[config.mk]
export PLATFORM = sky130hd
export DESIGN_NAME = sprite_dma_clock_scheduler_top
export DESIGN_NICKNAME = d
export VERILOG_FILES = /design/src/rtl/sdcs_pkg.sv /design/src/rtl/sdcs_core.sv /design/src/rtl/sprite_dma_clock_scheduler_top.sv
export SDC_FILE = /design/constraint.sdc
export NUM_CORES = 1
export LEC_CHECK = 0
export ABC_AREA = 0
export BUFFER_PORTS_ARGS = -buffer_cell sky130_fd_sc_hd__buf_2
export CORE_MARGIN = 5
export CORE_UTILIZATION = 40
export CTS_CLUSTER_SIZE = 25
export DETAILED_ROUTE_END_ITERATION = 6
export GPL_ROUTABILITY_DRIVEN = 0
export HOLD_SLACK_MARGIN = 0.08
export SLEW_MARGIN = 20
export SYNTH_ARGS = -nofsm -noshare
export SYNTH_HDL_FRONTEND = slang
export SYNTH_HIERARCHICAL = 1
export SYNTH_SLANG_ARGS = --single-unit
[constraint.sdc]
create_clock -name clk_i -period 2.32 [get_ports clk_i]
set_input_delay 0.58 -clock clk_i [delete_from_list [all_inputs] [get_ports clk_i]]
set_output_delay 0.58 -clock clk_i [all_outputs]
set_load 0.05 [all_outputs]
[src/rtl/sdcs_pkg.sv]
// Shared types and constants of the sprite DMA clock scheduler.
package sdcs_pkg;

  // Ticks per processor slot
  localparam int unsigned CpuDivide = 3;
  // Tick counter runs modulo two slots so that slot parity is known
  localparam int unsigned PhaseMod  = 2 * CpuDivide;
  localparam int unsigned PhaseW    = $clog2(PhaseMod);

  // Reset value of the sample phase step
  localparam logic [31:0] StepReset = 32'd35275899;

  // Stream widths
  localparam int unsigned InDataW  = 24;
  localparam int unsigned InUserW  = 2;
  localparam int unsigned OutDataW = 40;

  // Request kinds carried on the input tuser
  typedef enum logic [1:0] {
    OpTick     = 2'd0,
    OpDmaStart = 2'd1,
    OpReset    = 2'd2,
    OpNone     = 2'd3
  } op_e;

  // One result item
  typedef struct packed {
    logic        cpu_reset;
    logic        cpu_nmi;
    logic        sample_ready;
    logic [7:0]  oam_data;
    logic [7:0]  oam_index;
    logic        oam_write;
    logic [15:0] read_address;
    logic        read_request;
    logic        cpu_step;
  } res_t;

endpackage

[src/rtl/sdcs_core.sv]
// Scheduler state and per-request slot, DMA and audio timer logic.
module sdcs_core (
  input  logic                    clk_i,
  input  logic                    rst_ni,
  input  logic                    en_i,
  input  sdcs_pkg::op_e           op_i,
  input  logic [7:0]              page_i,
  input  logic [7:0]              rdata_i,
  input  logic                    nmi_i,
  input  logic [31:0]             step_i,
  output sdcs_pkg::res_t          res_o
);

  localparam logic [sdcs_pkg::PhaseW-1:0] PhaseLast =
    sdcs_pkg::PhaseW'(sdcs_pkg::PhaseMod - 1);
  localparam logic [sdcs_pkg::PhaseW-1:0] PhaseHalf =
    sdcs_pkg::PhaseW'(sdcs_pkg::CpuDivide);

  logic [sdcs_pkg::PhaseW-1:0] phase_q, phase_d;
  logic        active_q, active_d;
  logic        waiting_q, waiting_d;
  logic [7:0]  page_q, page_d;
  logic [7:0]  index_q, index_d;
  logic [7:0]  byte_q, byte_d;
  logic        pending_q, pending_d;
  logic [31:0] audio_q, audio_d;

  logic        slot;
  logic        odd;
  logic [7:0]  byte_v;
  logic [7:0]  index_inc;
  logic [32:0] audio_sum;

  // Slot falls on tick phases 0 and CpuDivide
  assign slot      = (phase_q == '0) || (phase_q == PhaseHalf);
  assign odd       = phase_q[0];
  assign byte_v    = pending_q ? rdata_i : byte_q;
  assign index_inc = index_q + 8'd1;
  assign audio_sum = {1'b0, audio_q} + {1'b0, step_i};

  // Next state and result for one request
  always_comb begin
    phase_d   = phase_q;
    active_d  = active_q;
    waiting_d = waiting_q;
    page_d    = page_q;
    index_d   = index_q;
    byte_d    = byte_q;
    pending_d = pending_q;
    audio_d   = audio_q;
    res_o     = '0;
    case (op_i)
      sdcs_pkg::OpDmaStart: begin
        page_d   = page_i;
        index_d  = 8'd0;
        active_d = 1'b1;
      end
      sdcs_pkg::OpReset: begin
        phase_d         = '0;
        res_o.cpu_reset = 1'b1;
      end
      sdcs_pkg::OpTick: begin
        // Latch the byte answering last tick's read
        byte_d    = byte_v;
        pending_d = 1'b0;
        if (slot) begin
          if (active_q) begin
            if (waiting_q) begin
              if (odd) begin
                waiting_d = 1'b0;
              end
            end else if (!odd) begin
              res_o.read_request = 1'b1;
              res_o.read_address = {page_q, index_q};
              pending_d          = 1'b1;
            end else begin
              res_o.oam_write = 1'b1;
              res_o.oam_index = index_q;
              res_o.oam_data  = byte_v;
              index_d         = index_inc;
              if (index_inc == 8'd0) begin
                active_d  = 1'b0;
                waiting_d = 1'b1;
              end
            end
          end else begin
            res_o.cpu_step = 1'b1;
          end
        end
        // Advance the audio phase, flag the carry
        audio_d            = audio_sum[31:0];
        res_o.sample_ready = audio_sum[32];
        res_o.cpu_nmi      = nmi_i;
        phase_d            = (phase_q == PhaseLast) ? '0 : phase_q + 1'b1;
      end
      default: begin
      end
    endcase
  end

  // State registers, updated on each accepted request
  always_ff @(posedge clk_i or negedge rst_ni) begin
    if (!rst_ni) begin
      phase_q   <= '0;
      active_q  <= 1'b0;
      waiting_q <= 1'b1;
      page_q    <= 8'd0;
      index_q   <= 8'd0;
      byte_q    <= 8'd0;
      pending_q <= 1'b0;
      audio_q   <= 32'd0;
    end else if (en_i) begin
      phase_q   <= phase_d;
      active_q  <= active_d;
      waiting_q <= waiting_d;
      page_q    <= page_d;
      index_q   <= index_d;
      byte_q    <= byte_d;
      pending_q <= pending_d;
      audio_q   <= audio_d;
    end
  end

endmodule

[src/rtl/sprite_dma_clock_scheduler_top.sv]
// Top level of the sprite DMA clock scheduler: stream ports and result register.
//
// Channel  Direction  Handshake                   Payload
// s_axis   in         s_axis_tvalid/tready        tuser opcode, tdata page/data/nmi
// m_axis   out        m_axis_tvalid/tready        tdata one result
// cfg      in         cfg_valid_i/cfg_ready_o     cfg_data_i sample phase step
//
// One request per clock while the output is not stalled; its result appears in the output register on the next cycle.
// The result is held in the single result register after the scheduler logic.
// A request is taken whenever the output register is empty or being emptied.
// Reset clears the scheduler state and loads the default sample phase step.
module sprite_dma_clock_scheduler_top (
  input  logic                          clk_i,
  input  logic                          rst_ni,
  input  logic                          s_axis_tvalid,
  output logic                          s_axis_tready,
  // [7:0] dma_page_in, [15:8] read_data, [16] ppu_nmi, [23:17] zero
  input  logic [sdcs_pkg::InDataW-1:0]  s_axis_tdata,
  // [1:0] opcode
  input  logic [sdcs_pkg::InUserW-1:0]  s_axis_tuser,
  output logic                          m_axis_tvalid,
  input  logic                          m_axis_tready,
  // [0] cpu_step, [1] read_request, [17:2] read_address, [18] oam_write,
  // [26:19] oam_index, [34:27] oam_data, [35] sample_ready, [36] cpu_nmi,
  // [37] cpu_reset, [39:38] zero
  output logic [sdcs_pkg::OutDataW-1:0] m_axis_tdata,
  input  logic                          cfg_valid_i,
  output logic                          cfg_ready_o,
  input  logic [31:0]                   cfg_data_i
);

  logic                  accept;
  logic                  out_valid_q;
  sdcs_pkg::res_t        res;
  sdcs_pkg::res_t        res_q;
  logic [31:0]           step_q;

  assign s_axis_tready = !out_valid_q || m_axis_tready;
  assign accept        = s_axis_tvalid && s_axis_tready;
  assign cfg_ready_o   = 1'b1;

  sdcs_core u_core (
    .clk_i   (clk_i),
    .rst_ni  (rst_ni),
    .en_i    (accept),
    .op_i    (sdcs_pkg::op_e'(s_axis_tuser)),
    .page_i  (s_axis_tdata[7:0]),
    .rdata_i (s_axis_tdata[15:8]),
    .nmi_i   (s_axis_tdata[16]),
    .step_i  (step_q),
    .res_o   (res)
  );

  // Hold the sample phase step register
  always_ff @(posedge clk_i or negedge rst_ni) begin
    if (!rst_ni) begin
      step_q <= sdcs_pkg::StepReset;
    end else if (cfg_valid_i) begin
      step_q <= cfg_data_i;
    end
  end

  // Output valid: set on a request, drop when taken
  always_ff @(posedge clk_i or negedge rst_ni) begin
    if (!rst_ni) begin
      out_valid_q <= 1'b0;
    end else if (accept) begin
      out_valid_q <= 1'b1;
    end else if (m_axis_tready) begin
      out_valid_q <= 1'b0;
    end
  end

  // Result payload
  always_ff @(posedge clk_i) begin
    if (accept) begin
      res_q <= res;
    end
  end

  assign m_axis_tvalid = out_valid_q;
  assign m_axis_tdata  = {{(sdcs_pkg::OutDataW - $bits(sdcs_pkg::res_t)){1'b0}}, res_q};

endmodule
* Yosys cells after proc, flatten, opt, wreduce, memory -nomap -nowiden
Cells that the tools add are included.
** Cells by class
- Add/sub/neg operators :: 3
- Eq/ne operators :: 8
- Mux-type cells :: 27
- Bitwise logic cells :: 4
- Reduce and logical (&&, ||, !) cells :: 20
** Operators with widths (count)
- 8-bit two-way mux :: 5
- 32-bit by 32-bit adder with 33-bit output :: 1
- 1-bit two-way mux :: 18
- 8-bit case mux with 2 select lines :: 1
- 5-bit OR reduction :: 2
- 8-bit by 1-bit adder with 8-bit output (second input constant) :: 1
- 8-bit zero test :: 1
- 2-bit AND reduction :: 4
- 2-bit by 1-bit != test with 1-bit output (second input constant) :: 3
- 3-bit case mux with 2 select lines :: 1
- 6-bit AND reduction :: 1
- 2-bit nonzero test :: 3
- 1-bit inverter :: 4
- 4-bit AND reduction :: 1
- 4-bit OR reduction :: 1
- 3-bit by 1-bit adder with 3-bit output (second input constant) :: 1
- 3-bit by 2-bit equality test with 1-bit output (second input constant) :: 1
- 3-bit equality test (second input constant) :: 1
- 3-bit zero test :: 1
- 3-bit two-way mux :: 1
- 3-bit AND reduction :: 1
- 2-bit by 1-bit equality test with 1-bit output (second input constant) :: 1
- 2-bit equality test (second input constant) :: 1
- 2-bit zero test :: 1
- 5 further kinds :: 6
** Storage, ports and cells
- Register bits after elaboration :: 133
- Output and inout bits :: 43

* Depth between registers and ports, before layout
- Depth in word-level cells :: 8
- Depth in mapped cells :: 10
- Mapped depth without buffers :: 10

* Modules after synthesis
The synthesis kept the hierarchy.
** By module, submodules not included
- sdcs_core :: instances 1, cells each 547, area an instance 4679.5 um2, sequential area each 1552.7 um2
- sprite_dma_clock_scheduler_top :: instances 1, cells each 115, area an instance 2575.0 um2, sequential area each 1981.9 um2

* Worst setup path after synthesis
No wires, ideal clock.
- Kind :: register -> register
- Start point :: reg out_valid_q (netlist: m_axis_tvalid)
- End point :: reg u_core.index_q[3]
- Library setup time :: 0.128 ns
- Data arrival time :: 3.141 ns
- Setup slack :: -0.949 ns
- Cell stages (with the launch flop) :: 9
- Buffers on the path :: 0
- Period minus slack after synthesis :: 3.269 ns
- Cell sequence :: dfrtp_1 > nand2b_1 > and2_1 > nand2b_1 > nor2_1 > a21boi_1 > o21bai_1 > nand2_1 > o21ai_0
** On the way
- Word-level cells in the longest chain between the ends :: 4
** Ends and longest elaborated chain
- start, declared :: RTL line sprite_dma_clock_scheduler_top.sv:33 : logic out_valid_q;
- start signal, assigned :: RTL line sprite_dma_clock_scheduler_top.sv:66 : out_valid_q <= 1'b0;
- start signal, assigned :: RTL line sprite_dma_clock_scheduler_top.sv:68 : out_valid_q <= 1'b1;
- start signal, assigned :: RTL line sprite_dma_clock_scheduler_top.sv:70 : out_valid_q <= 1'b0;
- 1-bit zero test :: RTL line sprite_dma_clock_scheduler_top.sv:38 : assign s_axis_tready = !out_valid_q || m_axis_tready;
- 1-bit logical OR :: RTL line sprite_dma_clock_scheduler_top.sv:38
- named net s_axis_tready :: RTL line sprite_dma_clock_scheduler_top.sv:16 : output logic s_axis_tready,
- 1-bit logical AND :: RTL line sprite_dma_clock_scheduler_top.sv:39 : assign accept = s_axis_tvalid && s_axis_tready;
- named net accept :: RTL line sprite_dma_clock_scheduler_top.sv:32 : logic accept;
- 6-bit AND reduction (no source line)
- end signal, assigned :: RTL line sdcs_core.sv:117 : index_q <= index_d;
- end, declared :: RTL line sdcs_core.sv:23 : logic [7:0] index_q, index_d;
The timed path passes the listed nets, and every way through them passes these cells.
A chain may end at the register's enable or synchronous reset.

* Final worst setup path
- Start point :: reg step_q[1]
- End point :: reg u_core.audio_q[25]
** On the way
- Word-level cells in the longest chain between the ends :: 1
** Ends and longest elaborated chain
- start, declared :: RTL line sprite_dma_clock_scheduler_top.sv:36 : logic [31:0] step_q;
- start signal, assigned :: RTL line sprite_dma_clock_scheduler_top.sv:57 : step_q <= sdcs_pkg::StepReset;
- start signal, assigned :: RTL line sprite_dma_clock_scheduler_top.sv:59 : step_q <= cfg_data_i;
- 32-bit by 32-bit adder with 33-bit output :: RTL line sdcs_core.sv:39 : assign audio_sum = {1'b0, audio_q} + {1'b0, step_i};
- end signal, assigned :: RTL line sdcs_core.sv:120 : audio_q <= audio_d;
- end, declared :: RTL line sdcs_core.sv:26 : logic [31:0] audio_q, audio_d;
No other way between the ends.

==> results.yml <==
cts:
  ctsLongestPathBuffers: 2
  cts_tree: "done"
  cts_made_buffers: 17
  htreeDepth: 4
  path_clk_slew_ps: 60
  root_buffer: "clkbuf_16"
  clk_latency_ps: 430
  cts.sinks: 133
power:
  p_clk_frac: 0.238
  powerDensity_nw_per_um2: 1150
  swShare: 0.375
  comb_power_share: 0.459
  seq_power_share: 0.303
  p_sw_mw: 4.01
  peakVddDrop_uv: 610
  leakage_nw: 4.30
  power_mw: 10.7
  internal-power_mw: 6.69
synth:
  synth_edf_count: 38
  ys_async_sr_fraction: 0.714
  syn_area_um2: 7250
  synth_cell_type_count: 62
  seq_area_frac_synth: 0.487
  synth_warnings: 6
  yosys.area.top_type: "dfrtp_1"
  ys.flop_type: "dfrtp_1"
  synth_seq_cells: 133
  netlist_instances: 662
  netlist.area_leader.share: 0.283
  synth_area_leaders: "dfrtp_1 28%, edfxtp_1 16%, mux2_4 6.2%"
  syn_area_per_cell_um2: 11.0
outcome:
  violations: "setup timing"
  status: "finished with violations"
cells_and_area:
  stdcell_count: 1074
  nFillCells: 1571
  final_cell_area_um2: 9340
  synthToLayoutAreaGrowth_pct: 28.7
  nets: 931
  n_antenna_cell: 0
  layout-drive-gt1-share: 0.391
grt:
  overflow: 0
  grt_use_total: 0.158
  grt_max_degree: 66
  antenna_found_initial: 0
  grt_pass1_wl_um: 26400
  first_global_vias: 5573
sta:
  worst_slack_ps: -184
  fin_worst_skew_ps: 9.58
  tightestPinTransition_ps: 726
  period_share: 1.08
  rsz0062_at_grt: "true"
  final.min_clock_period_ps: 2500
  hold_violations: 0
  timing.fmax_mhz: 399
  setup_viol: 15
  final_max_slew_viol_count: 0
  fin_hold_ws_ps: 111
  fin_setup_tns_ps: -1470
  slew_headroom: 0.515
route:
  vias: 5554
  wl_per_cell_um: 15.2
  drc: 0
  drtPass1Iterations: 4
  wl_um: 16300
  viasPerCell: 5.17
  drt-initial-drc-count: 330
  antenna_left: 0
min_path:
  worstHoldPathType: "in2async"
floorplanning:
  num_rows: 49
  die-height_um: 145
  design.core.area_um2: 17900
  ios: 106
  initial_core_util: 0.405
  die_area_um2: 20900
  die-width_um: 145
critical_path:
  critPathKind: "reg2reg"
  worstSetupEndpointType: "flop"
  rr_worst_depth: 9
  crit_required_ps: 2610
  critPathLaunchType: "flop"
  cp_max_fo: 5
  r2r_slack_ps: -180
  worstPathArrival_ps: 2800
place:
  io_buffers: 95
  post-place-cells: 1034
  post_dp_cell_area_um2: 8480
  hpwl_um: 11800
flow_run:
  maxCapViolations: 0
-- stage by stage --
stage,setup WS (ps),utilization
final,-184,0.522
after global routing,-315,0.522
after CTS,-283,0.509
after detailed placement,-451,0.474
after global placement,-439,0.474
after floorplan,-109,-
-- placed cells by master, fill, tap and decap left out, drive strengths merged, types with 4 or more instances in the layout --
cell / instances
o41ai: 5
nand3: 18
nand4: 16
buf: 186
and3: 16
dfrtp: 82
nand2: 67
o21a: 4
o21bai: 8
nor2: 34
nor3: 12
ha: 35
nor2b: 11
a21oi: 39
a21o: 15
xnor2: 13
mux2: 48
clkbuf: 17
edfxtp: 38
xor2: 13
o21ai: 53
o31ai: 4
nand2b: 7
inv: 19
mux2i: 8
and2: 21
a211oi: 7
dfstp: 13
-- worst max-delay path, cell delays in order (launching register included) --
cell and delay [ps]:
dfstp_2 570, ha_4 220, a21oi_4 150, nor2_2 70, o41a_1 460, o211ai_4 270
a21oi_4 110, a31oi_4 280, nor4_2 60, nand3b_1 180
-- worst paths after layout --
kind | start | to
worst max register to register | step_q[1]$_DFFE_PN1P_ | u_core/audio_q[25]$_DFFE_PN0P_
worst max-delay path | step_q[1]$_DFFE_PN1P_ | u_core/audio_q[25]$_DFFE_PN0P_
worst min register to register | u_core/audio_q[7]$_DFFE_PN0P_ | u_core/audio_q[7]$_DFFE_PN0P_
max in group asynchronous | rst_ni | step_q[10]$_DFFE_PN1P_
min in group clk_i | s_axis_tvalid | m_axis_tvalid$_DFFE_PN0P_
worst min-delay path | rst_ni | u_core/audio_q[18]$_DFFE_PN0P_
-- synth_stat cells, drive strengths merged, types with 15 or more instances --
master / n
dfrtp: 82
nand2: 67
o21ai: 53
mux2: 48
a21oi: 39
edfxtp: 38
ha: 35
nor2: 34
and2: 21
buf: 18
clkbuf: 18
nand3: 18
and3: 16
nand4: 16
a21o: 15
-- metal layers --
metal / global-route usage / wire, µm / vias up
met4: 0.0628 / 294 / 0
met2: 0.268 / 7990 / 158
met3: 0.0345 / 911 / 22
met1: 0.198 / 7100 / 2636
li1: - / - / 2738
met5: 0 / 0 / -
-- flip-flops by register name (all words and copies together) (netlist names), 3 cells and up --
name / flops
m_axis_tdata: 38
step_q: 32
u_core/audio_q: 32
u_core/byte_q: 8
u_core/index_q: 8
u_core/page_q: 8
u_core/phase_q: 3
-- cell type report --
class	instances	area, µm²	area share
multi-input cells	485	3710	0.398
repair buffers	186	1210	0.129
clock buffers	17	425	0.0456
inverters	9	33.8	0.00362
flip-flops and latches	133	3540	0.379
clock inverters	15	135	0.0145
well taps	229	287	0.0307
-- what timing repair did --
action | in CTS | in global routing
endpoints found under the hold margin | 0 | 0
setup endpoints to repair | 17 | 23
gates cloned | 0 | 0
setup buffers | 2 | 6
gates resized for setup | 13 | 34
pin swaps | 12 | 21
hold buffers | 0 | 0
-- logic make-up after synthesis --
kind of cell             synth area share
AO/OA/AOI/OAI                       0.137
XOR/XNOR                           0.0314
adder cells (fa/ha/maj)            0.0631
buffers and inverters              0.0348
flip-flops                          0.487
multiplexers                        0.101
other                             0.00104
AND/OR/NAND/NOR                     0.145
-- power groups by stage --
stage | Sequential (mW) | Combinational (mW) | Clock [mW]
3_5_place_dp | 3.27 | 4.46 | 0
3_3_place_gp | 3.23 | 4.39 | 0
6_report | 3.24 | 4.91 | 2.54
2_1_floorplan | 3.29 | 2.95 | 0
5_1_grt | 3.30 | 5.43 | 2.73
4_1_cts | 3.23 | 4.60 | 2.62
(Power assumes the default switching activity.)
